### src/design/lhb_pkg.sv
// Shared types and constants for the LED activity/heartbeat blinker.
// No dependencies.
`default_nettype none

package lhb_pkg;

  typedef enum logic [1:0] {
    MODE_HOLD      = 2'd0,
    MODE_STATUS    = 2'd1,
    MODE_HEARTBEAT = 2'd2
  } mode_e;

  typedef enum logic [2:0] {
    CFG_MODE         = 3'd0,
    CFG_STAT_OFF_MAX = 3'd1,
    CFG_STAT_ON_MIN  = 3'd2,
    CFG_STAT_LIMIT   = 3'd3,
    CFG_BEAT_ON      = 3'd4,
    CFG_BEAT_OFF     = 3'd5,
    CFG_BEAT_REST    = 3'd6
  } cfg_idx_e;

  // Item kinds carried in tuser
  localparam logic FUNC_TICK  = 1'b0;
  localparam logic FUNC_EVENT = 1'b1;

  localparam int unsigned TIME_W  = 32;
  localparam int unsigned THR_W   = 16;
  localparam int unsigned COUNT_W = 8;
  localparam int unsigned CFG_W   = 16;
  localparam int unsigned IDX_W   = 3;
  localparam int unsigned OUT_W   = 8;

  localparam logic [COUNT_W-1:0] COUNT_MAX   = 8'hFF;
  localparam logic [COUNT_W-1:0] PHASE_FIRST = 8'd0;
  localparam logic [COUNT_W-1:0] PHASE_HIGH1 = 8'd1;
  localparam logic [COUNT_W-1:0] PHASE_LOW2  = 8'd2;
  localparam logic [COUNT_W-1:0] PHASE_REST  = 8'd3;

  typedef struct packed {
    mode_e              mode;
    logic [THR_W-1:0]   stat_off_max;
    logic [THR_W-1:0]   stat_on_min;
    logic [COUNT_W-1:0] stat_limit;
    logic [THR_W-1:0]   beat_on;
    logic [THR_W-1:0]   beat_off;
    logic [THR_W-1:0]   beat_rest;
  } cfg_t;

  localparam cfg_t CFG_RESET = '{
    mode:         MODE_STATUS,
    stat_off_max: 16'd100,
    stat_on_min:  16'd50,
    stat_limit:   8'd10,
    beat_on:      16'd100,
    beat_off:     16'd100,
    beat_rest:    16'd1000
  };

endpackage

`default_nettype wire

### src/design/lhb_cfg_regs.sv
// Configuration register bank for the LED blinker.
// Depends on lhb_pkg.
`default_nettype none

module lhb_cfg_regs (
  input  wire logic                      clk_i,
  input  wire logic                      rst_ni,
  input  wire logic                      cfg_we_i,
  input  wire logic [lhb_pkg::IDX_W-1:0] cfg_idx_i,
  input  wire logic [lhb_pkg::CFG_W-1:0] cfg_wdata_i,
  output lhb_pkg::cfg_t                  cfg_o
);
  import lhb_pkg::*;

  cfg_t cfg_q, cfg_d;

  always_comb begin
    cfg_d = cfg_q;
    if (cfg_we_i) begin
      case (cfg_idx_e'(cfg_idx_i))
        CFG_MODE:         cfg_d.mode         = mode_e'(cfg_wdata_i[1:0]);
        CFG_STAT_OFF_MAX: cfg_d.stat_off_max = cfg_wdata_i;
        CFG_STAT_ON_MIN:  cfg_d.stat_on_min  = cfg_wdata_i;
        CFG_STAT_LIMIT:   cfg_d.stat_limit   = cfg_wdata_i[COUNT_W-1:0];
        CFG_BEAT_ON:      cfg_d.beat_on      = cfg_wdata_i;
        CFG_BEAT_OFF:     cfg_d.beat_off     = cfg_wdata_i;
        CFG_BEAT_REST:    cfg_d.beat_rest    = cfg_wdata_i;
        default:          cfg_d = cfg_q; // unmapped index: drop the write
      endcase
    end
  end

  always_ff @(posedge clk_i or negedge rst_ni) begin
    if (!rst_ni) begin
      cfg_q <= CFG_RESET;
    end else begin
      cfg_q <= cfg_d;
    end
  end

  assign cfg_o = cfg_q;

endmodule

`default_nettype wire

### src/design/lhb_core.sv
// Pin state and next-state logic for one tick or activity item.
// Depends on lhb_pkg.
`default_nettype none

module lhb_core (
  input  wire logic                       clk_i,
  input  wire logic                       rst_ni,
  input  lhb_pkg::cfg_t                   cfg_i,
  input  wire logic                       step_i,
  input  wire logic                       func_i,
  input  wire logic [lhb_pkg::TIME_W-1:0] now_i,
  output logic                            pin_d_o
);
  import lhb_pkg::*;

  logic               pin_q, pin_d;
  logic [TIME_W-1:0]  start_q, start_d;
  logic [COUNT_W-1:0] count_q, count_d;
  logic [TIME_W-1:0]  elapsed;
  logic               off_max_hit, on_min_hit, beat_on_hit, beat_off_hit, beat_rest_hit;

  assign elapsed       = now_i - start_q;
  assign off_max_hit   = elapsed >= {{(TIME_W-THR_W){1'b0}}, cfg_i.stat_off_max};
  assign on_min_hit    = elapsed >= {{(TIME_W-THR_W){1'b0}}, cfg_i.stat_on_min};
  assign beat_on_hit   = elapsed >= {{(TIME_W-THR_W){1'b0}}, cfg_i.beat_on};
  assign beat_off_hit  = elapsed >= {{(TIME_W-THR_W){1'b0}}, cfg_i.beat_off};
  assign beat_rest_hit = elapsed >= {{(TIME_W-THR_W){1'b0}}, cfg_i.beat_rest};

  always_comb begin
    pin_d   = pin_q;
    start_d = start_q;
    count_d = count_q;
    if (func_i == FUNC_EVENT) begin
      if (cfg_i.mode == MODE_STATUS && count_q != COUNT_MAX) begin
        count_d = count_q + COUNT_W'(1);
      end
    end else begin
      case (cfg_i.mode)
        MODE_STATUS: begin
          if (pin_q) begin
            if (off_max_hit) begin
              pin_d   = 1'b0;
              start_d = now_i;
              count_d = '0;
            end
          end else if (count_q > cfg_i.stat_limit && on_min_hit) begin
            pin_d   = 1'b1;
            start_d = now_i;
            count_d = '0;
          end
        end
        MODE_HEARTBEAT: begin
          // a stale status count above the last beat phase acts as the rest phase
          if (count_q > PHASE_LOW2) begin
            if (beat_rest_hit) begin
              pin_d   = 1'b0;
              start_d = now_i;
              count_d = PHASE_FIRST;
            end
          end else if (count_q == PHASE_FIRST || count_q == PHASE_LOW2) begin
            if (beat_on_hit) begin
              pin_d   = 1'b1;
              start_d = now_i;
              count_d = (count_q == PHASE_FIRST) ? PHASE_HIGH1 : PHASE_REST;
            end
          end else if (beat_off_hit) begin
            pin_d   = 1'b0;
            start_d = now_i;
            count_d = PHASE_LOW2;
          end
        end
        default: ; // hold
      endcase
    end
  end

  always_ff @(posedge clk_i or negedge rst_ni) begin
    if (!rst_ni) begin
      pin_q   <= 1'b1;
      start_q <= '0;
      count_q <= '0;
    end else if (step_i) begin
      pin_q   <= pin_d;
      start_q <= start_d;
      count_q <= count_d;
    end
  end

  assign pin_d_o = pin_d;

endmodule

`default_nettype wire

### src/design/led_activity_heartbeat_blinker_unit.sv
// LED activity/heartbeat blinker. Takes one item (tick or activity event) per
// cycle while tready is high and returns the pin level after that item: the
// item waits in the input register, then the pin state updates and the level
// is captured in the result register. Throughput is one item per clock while
// tready is high; tready drops only while both the input and result registers
// are full and the result is not taken. Depends on lhb_pkg, lhb_cfg_regs, lhb_core.
`default_nettype none

module led_activity_heartbeat_blinker_unit (
  input  wire logic                      clk_i,
  input  wire logic                      rst_ni,
  // configuration write port
  input  wire logic                      cfg_we_i,
  input  wire logic [lhb_pkg::IDX_W-1:0] cfg_idx_i,
  input  wire logic [lhb_pkg::CFG_W-1:0] cfg_wdata_i,
  // input stream
  input  wire logic                      s_axis_tvalid,
  output logic                           s_axis_tready,
  input  wire logic [31:0]               s_axis_tdata,  // [31:0] now_time
  input  wire logic                      s_axis_tuser,  // [0] func
  // result stream
  output logic                           m_axis_tvalid,
  input  wire logic                      m_axis_tready,
  output logic [lhb_pkg::OUT_W-1:0]      m_axis_tdata   // [0] pin_high, [7:1] zero
);
  import lhb_pkg::*;

  cfg_t              cfg;
  logic              in_valid_q, in_valid_d;
  logic              in_func_q;
  logic [TIME_W-1:0] in_time_q;
  logic              out_valid_q, out_valid_d;
  logic              out_pin_q;
  logic              advance, accept, pin_next;

  lhb_cfg_regs u_cfg (
    .clk_i       (clk_i),
    .rst_ni      (rst_ni),
    .cfg_we_i    (cfg_we_i),
    .cfg_idx_i   (cfg_idx_i),
    .cfg_wdata_i (cfg_wdata_i),
    .cfg_o       (cfg)
  );

  // move the held item into the result register when that slot frees up
  assign advance       = in_valid_q && (!out_valid_q || m_axis_tready);
  assign s_axis_tready = !in_valid_q || advance;
  assign accept        = s_axis_tvalid && s_axis_tready;

  lhb_core u_core (
    .clk_i   (clk_i),
    .rst_ni  (rst_ni),
    .cfg_i   (cfg),
    .step_i  (advance),
    .func_i  (in_func_q),
    .now_i   (in_time_q),
    .pin_d_o (pin_next)
  );

  always_comb begin
    in_valid_d = in_valid_q;
    if (accept) begin
      in_valid_d = 1'b1;
    end else if (advance) begin
      in_valid_d = 1'b0;
    end
    out_valid_d = out_valid_q;
    if (advance) begin
      out_valid_d = 1'b1;
    end else if (m_axis_tready) begin
      out_valid_d = 1'b0;
    end
  end

  always_ff @(posedge clk_i or negedge rst_ni) begin
    if (!rst_ni) begin
      in_valid_q  <= 1'b0;
      out_valid_q <= 1'b0;
    end else begin
      in_valid_q  <= in_valid_d;
      out_valid_q <= out_valid_d;
    end
  end

  always_ff @(posedge clk_i) begin
    if (accept) begin
      in_func_q <= s_axis_tuser;
      in_time_q <= s_axis_tdata;
    end
    if (advance) begin
      out_pin_q <= pin_next;
    end
  end

  assign m_axis_tvalid = out_valid_q;
  assign m_axis_tdata  = {{(OUT_W-1){1'b0}}, out_pin_q};

endmodule

`default_nettype wire

### config.mk
export PLATFORM = sky130hd
export DESIGN_NAME = led_activity_heartbeat_blinker_unit
export DESIGN_NICKNAME = d
export VERILOG_FILES = /design/src/design/lhb_pkg.sv /design/src/design/lhb_cfg_regs.sv /design/src/design/lhb_core.sv /design/src/design/led_activity_heartbeat_blinker_unit.sv
export SDC_FILE = /design/constraint.sdc
export NUM_CORES = 1
export LEC_CHECK = 0
export BUFFER_PORTS_ARGS = -buffer_cell sky130_fd_sc_hd__buf_4
export CORE_MARGIN = 1
export CORE_UTILIZATION = 35
export DETAILED_ROUTE_END_ITERATION = 6
export PLACE_DENSITY = 0.59
export SLEW_MARGIN = 30
export SYNTH_ARGS = -nofsm -noshare
export SYNTH_HDL_FRONTEND = slang
export SYNTH_SLANG_ARGS = --single-unit
### constraint.sdc
create_clock -name clk_i -period 6.25 [get_ports clk_i]
set_input_delay 0.625 -clock clk_i [delete_from_list [all_inputs] [get_ports clk_i]]
set_output_delay 0.625 -clock clk_i [all_outputs]
set_load 0.01 [all_outputs]
# Yosys cells after proc, flatten, opt, wreduce, memory -nomap -nowiden
# Cells that the tools add are included.
# Widths: inputs -> output; s select.
dict set report op_classes {
  reduce_logical 24
  n_mux 35
  bitwise_logic 1
  addsub 2
  n_eq_ne 21
  order_cmp 7
}
# cell n
set ops {}
lappend ops {{$mux 32} 8}
lappend ops {{$ge 32x16->1} 5}
lappend ops {{$mux 8} 10}
lappend ops {{$pmux 32 s2} 1}
lappend ops {{$sub 32x32->32} 1}
lappend ops {{$pmux 8 s2} 1}
lappend ops {{$reduce_and 8->1} 2}
lappend ops {{$reduce_and 2->1} 7}
lappend ops {{$mux 1} 13}
lappend ops {{$eq 3x3->1 const B} 3}
lappend ops {{$add 8x1->8 const B} 1}
lappend ops {{$eq 8x2->1 const B} 1}
lappend ops {{$gt 8x2->1 const B} 1}
lappend ops {{$gt 8x8->1} 1}
lappend ops {{$logic_not 8->1} 1}
lappend ops {{$ne 4x3->1 const B} 2}
lappend ops {{$ne 8x8->1 const B} 1}
lappend ops {{$eq 3x2->1 const B} 2}
lappend ops {{$ne 3x2->1 const B} 2}
lappend ops {{$reduce_bool 2->1} 3}
lappend ops {{$ne 5x2->1 const B} 1}
lappend ops {{$ne 5x3->1 const B} 1}
lappend ops {{$logic_and 1x1->1} 4}
lappend ops {{$ne 4x1->1 const B} 1}
lappend ops {{other kinds (14)} 17}
dict set report totals {
  inputBits 57
  output_inout_bits 10
  reg_bits 167
  word_cells 105
}

# Depth between registers and ports, before layout
dict set report depth {
  ltp_word 7
  mapped_depth 22
  mapped_depth_nobuf 21
}

# Hierarchy
# A second synthesis with hierarchy kept.
dict set report unflattened {
  hier_cells 1063
  hier_area_um2 11410.9
}
# module cells_each seq_area_each_um2 n_inst area_per_inst_um2
set by_module_without_submodules {}
lappend by_module_without_submodules {lhb_core 816 1027.2 1 6627.6}
lappend by_module_without_submodules {lhb_cfg_regs 196 2278.4 1 3594.7}
lappend by_module_without_submodules {led_activity_heartbeat_blinker_unit 51 1071.0 1 1188.6}

# Worst setup path after synthesis
# OpenSTA, ideal clock, no wires.
dict set report synth_timing {
  path_kind {register -> register}
  start {reg in_time_q[3]}
  end {reg u_core.start_q[10]}
  required_ps 6125
  synth_period_minus_slack_ps 4259
  setup_ps 125
  t_arrival_ps 4133
  path_slack_ps 1991
  path_buffers 1
  path_stages_with_launch 22
  path_cell_list {edfxtp_1 -> ha_1 -> a21o_1 -> a21oi_1 -> nand2_1 -> a21o_1 -> a21o_1 -> a31oi_1 -> o21ai_0 -> xor2_1 -> ha_1 -> a21oi_1 -> nor2b_1 -> o21ai_0 -> o2111ai_1 -> nor2_1 -> a21oi_1 -> o21ai_0 -> a21oi_1 -> o21ai_4 -> buf_12 -> mux2_4}
}
dict set report synth_between {
  elab_chain_len 5
  word_cells_on_any_way 13
  cone_classes {add/sub: 1; order compare: 5; eq/ne: 5; reduce/logical: 2}
}
# element line_no
set synth_rtl {}
lappend synth_rtl {{from (decl)} led_activity_heartbeat_blinker_unit.sv:31} ;# logic [TIME_W-1:0] in_time_q;
lappend synth_rtl {{from (signal assigned)} led_activity_heartbeat_blinker_unit.sv:88} ;# in_time_q <= s_axis_tdata;
lappend synth_rtl {{$sub 32x32->32 *} lhb_core.sv:22} ;# assign elapsed = now_i - start_q;
lappend synth_rtl {{$ge 32x16->1} lhb_core.sv:24} ;# assign on_min_hit = elapsed >= {{(TIME_W-THR_W){1'b0}}, cfg_i.stat_on_min};
lappend synth_rtl {{$logic_and 1x1->1} lhb_core.sv:46} ;# end else if (count_q > cfg_i.stat_limit && on_min_hit) begin
lappend synth_rtl {{$ne 3x2->1 (no source line)} --}
lappend synth_rtl {{$reduce_and 8->1 (no source line) *} --}
lappend synth_rtl {{to (signal assigned)} lhb_core.sv:84} ;# start_q <= start_d;
lappend synth_rtl {{to (decl)} lhb_core.sv:17} ;# logic [TIME_W-1:0] start_q, start_d;
# Every way passes the cells marked *; elsewhere a longest branch is shown, timed or not.
# A chain may end at the register's enable or synchronous reset.

# Worst setup path after layout
dict set report layout_timing {
  start {reg in_time_q[3]}
  end {reg u_core.start_q[17]}
}
# Same word-level chain as after synthesis.

==> results summary <==
The flow ran to the end, but the final reports show violations. The final reports fail on design-rule violations. The summed area of non-filler cells in the final layout is 12200 µm². The sum of overflow across all layers after global routing is 0.

In this run the static leakage power is 5.55 nW. Counting both buffers and inverters, the worst setup path holds a total of 1. Averaged over all synthesized cells, the footprint is roughly 10 µm². The count of boundary I/O pins is 67.

The maximum VDD drop is 0.245 mV. The share of the clock period used by the worst path came out at about 84%. The clock transition at the registers of the reported paths is around 0.07 ns. The synthesized design spends more area on one cell type than any other, namely dfrtp_1.

The largest fanout on the critical path came out at 17. Between clock sinks in the finished design, the worst skew comes to approximately 0.013 ns. The number of distinct library cells after synthesis is a little under 80.

Yosys mapped a number of flops with a built-in enable equal to 34. The final worst setup slack came out at a little over 1 ns. The final critical-path required period came out at around 5.2 ns. The async set-or-reset flop fraction in the synthesized netlist came out at 79.6%.

The count of input and output buffers is between 50 and 60. The number of hold violations in the final report is 0. The number of cells on the critical path is 21.

The kind of critical path is reg -> reg. The routability congestion estimate is 0.848. The sequential standard cell area came out at roughly 4400 µm². The part of the power in combinational logic came out at ~57%. The global-route met3 utilization came out at ~2.5%.

The fraction of final layout cells sized beyond drive strength 1 is between 10% and 20%. The max-slew violation count came out at 0. Among the stages of the critical path, the cell type that occurs most often is a21oi_1. The number of cells on the worst reg-to-reg path is 21. The area growth from synthesis to layout came out at 12.5%. 0 antenna diodes ended up in the layout. The worst setup path is launched from a flip-flop.

Ranked by total cell area, the synthesized netlist is headed by dfrtp_1, ha_1, edfxtp_1, dfstp_2, mux2_2. The proportion of total power due to net switching is roughly 43%. The most frequent cell after synthesis is inv_1. The number of fill cells in the layout is roughly 3k. The area after detailed placement is 11600 µm². The clock group share of total power came out at 17.2%.

The slowest stage of the critical path is the o21ai_4 cell. The final-report setup violation count came out at 0. The CTS tree is built. The overall routing resource usage came out at 16.4%.

The number of instances in the synthesized netlist is 1073. The netlist area before placement is ~11000 µm². The later pin in the worst-skew pair is clocked with a latency of about 0.44 ns.

OpenSTA, run right after detailed placement, puts the worst setup slack at 1.01 ns. Among cell families on the critical path, the largest total delay comes from compound AO/OA/AOI/OAI gates. The minimum setup slack among reg-to-reg paths came out at a little over 1 ns.

The worst relative slew slack came out at around two fifths. The net count of the finished layout came out at 1302. The final total negative setup slack came out at 0 ns. The number of gates resized after CTS is 0. For the worst setup path, the data required time is between 6 and 7 ns. The total via count after detailed routing came out at approximately 8k. The critical path goes through ha_1 > a21o_1 > a21oi_1 > nand2_1 > a21o_1 > a21o_1 > a31oi_1 > o21ai_0 > xor2_1 > ha_1 > a21oi_1 > nor2b_1 > o21ai_0 > o2111ai_1 > nor2_1 > a21oi_1 > o21ai_0 > a21oi_1 > o21ai_4 > buf_12 > mux2_4. The routed via count divided by cell count came out at about 5. The tree is rooted in a clkbuf_16. In the routed design, unresolved DRC markers number 2. The highest clock rate is ~190 MHz.

The class of the tightest hold or removal check is in -> async. The post-CTS setup buffer count is 0. The warning count from the yosys run is 0.

The hold-fix buffer count after cts is 0. The critical path's largest stage delay came out at about 0.63 ns. The relative contribution of sequential cells to total power is between 20% and 30%.

Once detail routing completed, the nets flagged for antenna violations numbered 0. The core outline area came out at a little over 30000 µm². The routed wire length per instance came out at 16.3 µm. The cell area power density is about 500 nW/µm².

The first routing iteration left ~420 violations. The die is 178 µm wide. The multi-input combinational cells in the finished layout cover a total of ~5800 µm².

The worst register-to-register path begins at in_time_q[3]. After synthesis, the most frequently instantiated cells are inv_1, ha_1, dfrtp_1. The endpoint identified for the worst register-to-register timing path is u_core.start_q[17].

The floorplan has between 60 and 70 rows. The flop and latch count out of synthesis is 167. The number of buffers created by CTS came out at 17.

The maximum level of the CTS H-tree came out at 4. The via count of the first global-routing pass is roughly 7.6k. The dominant synthesized flop cell is dfrtp_1.

The share of synthesized area occupied by flip-flops and latches is 40.4%. The wire length reported by the detailed router is 24.9 mm. The first-pass detailed-route iteration total is 7. The total of max-cap violations came out at 0. The element type at the critical path end is a flip-flop. The wire length of the first global-routing pass is just over 40 mm. The die height is 178 µm. The internal power contribution came out at about 3.5 mW.

The number of antenna violations at the first check in global routing is 0. The area share of the leading cell type in the synthesized netlist came out at 25.6%. The pin count of the biggest net entering global routing is 75. The initial standard-cell utilization of the core came out at roughly 36%. The final HPWL from detailed placement is ~19 mm. The net switching power came out at 2.62 mW. On the final layout, the worst hold slack is approximately 0.21 ns. The global routing's busiest layer is met2. The CTS sink count came out at approximately 170. The number of buffers on the longest clock path came out at 2.

The arrival time at the worst endpoint came out at about 5.6 ns. The floorplan die area is 31700 µm². Setup repair after global routing left no endpoint under its margin. The met1 track demand over resource in global routing came out at 22.9%. The met2 capacity usage during global routing came out at about a quarter. At the pin with the least slew margin, the transition time is about 0.9 ns.
worst max path at each step:
stage	from	endpoint
4_1_cts	in_time_q[3]	u_core.start_q[17]
3_5_place_dp	in_time_q[3]	u_core.start_q[6]
6_report	in_time_q[3]	u_core.start_q[17]
5_1_grt	in_time_q[3]	u_core.start_q[13]
2_1_floorplan	in_time_q[3]	u_core.start_q[10]
3_3_place_gp	in_time_q[3]	u_core.start_q[18]
registers in the layout, indices dropped and copies added (netlist names):
| name | count |
|---|---|
| u_cfg.cfg_o | 90 |
| u_core.count_q | 8 |
| in_func_q | 1 |
| in_time_q | 32 |
| out_pin_q | 1 |
| u_core.start_q | 32 |
| m_axis_tvalid | 1 |
| u_core.pin_q | 1 |
| in_valid_q | 1 |
logic make-up (layout without fill, tap and decap cells):
group,count (synthesis),count (layout),share of synthesized area (%)
mux,82,82,9.48
fa+ha+maj,125,125,14.5
xor+xnor,24,24,1.94
flops,167,167,40.4
simple gates,240,240,11.0
compound gates,263,263,15.7
buf+inv,171,225,6.93
other cells,1,7,0.0346
power groups by stage:
stage                     combinational [mW]  clock (mW)  sequential [mW]
final                                   3.48        1.05             1.55
after global routing                    3.93        1.11             1.58
after CTS                               3.47        1.07             1.55
after detailed placement                3.43           0             1.56
after global placement                  3.35           0             1.56
after floorplan                         2.61           0             1.52
metal layers:
layer  share of wire, %  vias up  wire length, µm
met2                 45      153            11200
met4                1.4        0              352
met1                 50     3755            12500
met5                  0        -                0
li1                   -     3901                -
met3                3.5       21              866
through the flow:
stage	utilization, %	power (mW)	std cells
floorplan	-	4.14	1079
global placement	38.0	4.91	1495
detailed placement	38.1	4.99	1497
CTS	40.0	6.09	1529
global route	40.0	6.63	1529
finish	40.0	6.07	1529
layout make-up:
class / count / share of cell area, %
Sequential cell: 167 / 35.9
Clock inverter: 13 / 1.01
Clock buffer: 19 / 3.72
Multi-Input combinational cell: 741 / 47.2
Tap cell: 396 / 4.06
Inverter: 126 / 3.88
Timing Repair Buffer: 67 / 4.26
cells in the final DEF, fill, tap and decap left out, drive strengths merged, types with 19 or more instances in the layout:
master,n
a21o,28
a21oi,60
buf,67
clkbuf,19
dfrtp,111
dfstp,22
edfxtp,34
ha,124
inv,129
mux2,78
nand2,96
nand3,19
nand4,23
nor2,21
o21ai,85
(Power assumes the default switching activity.)
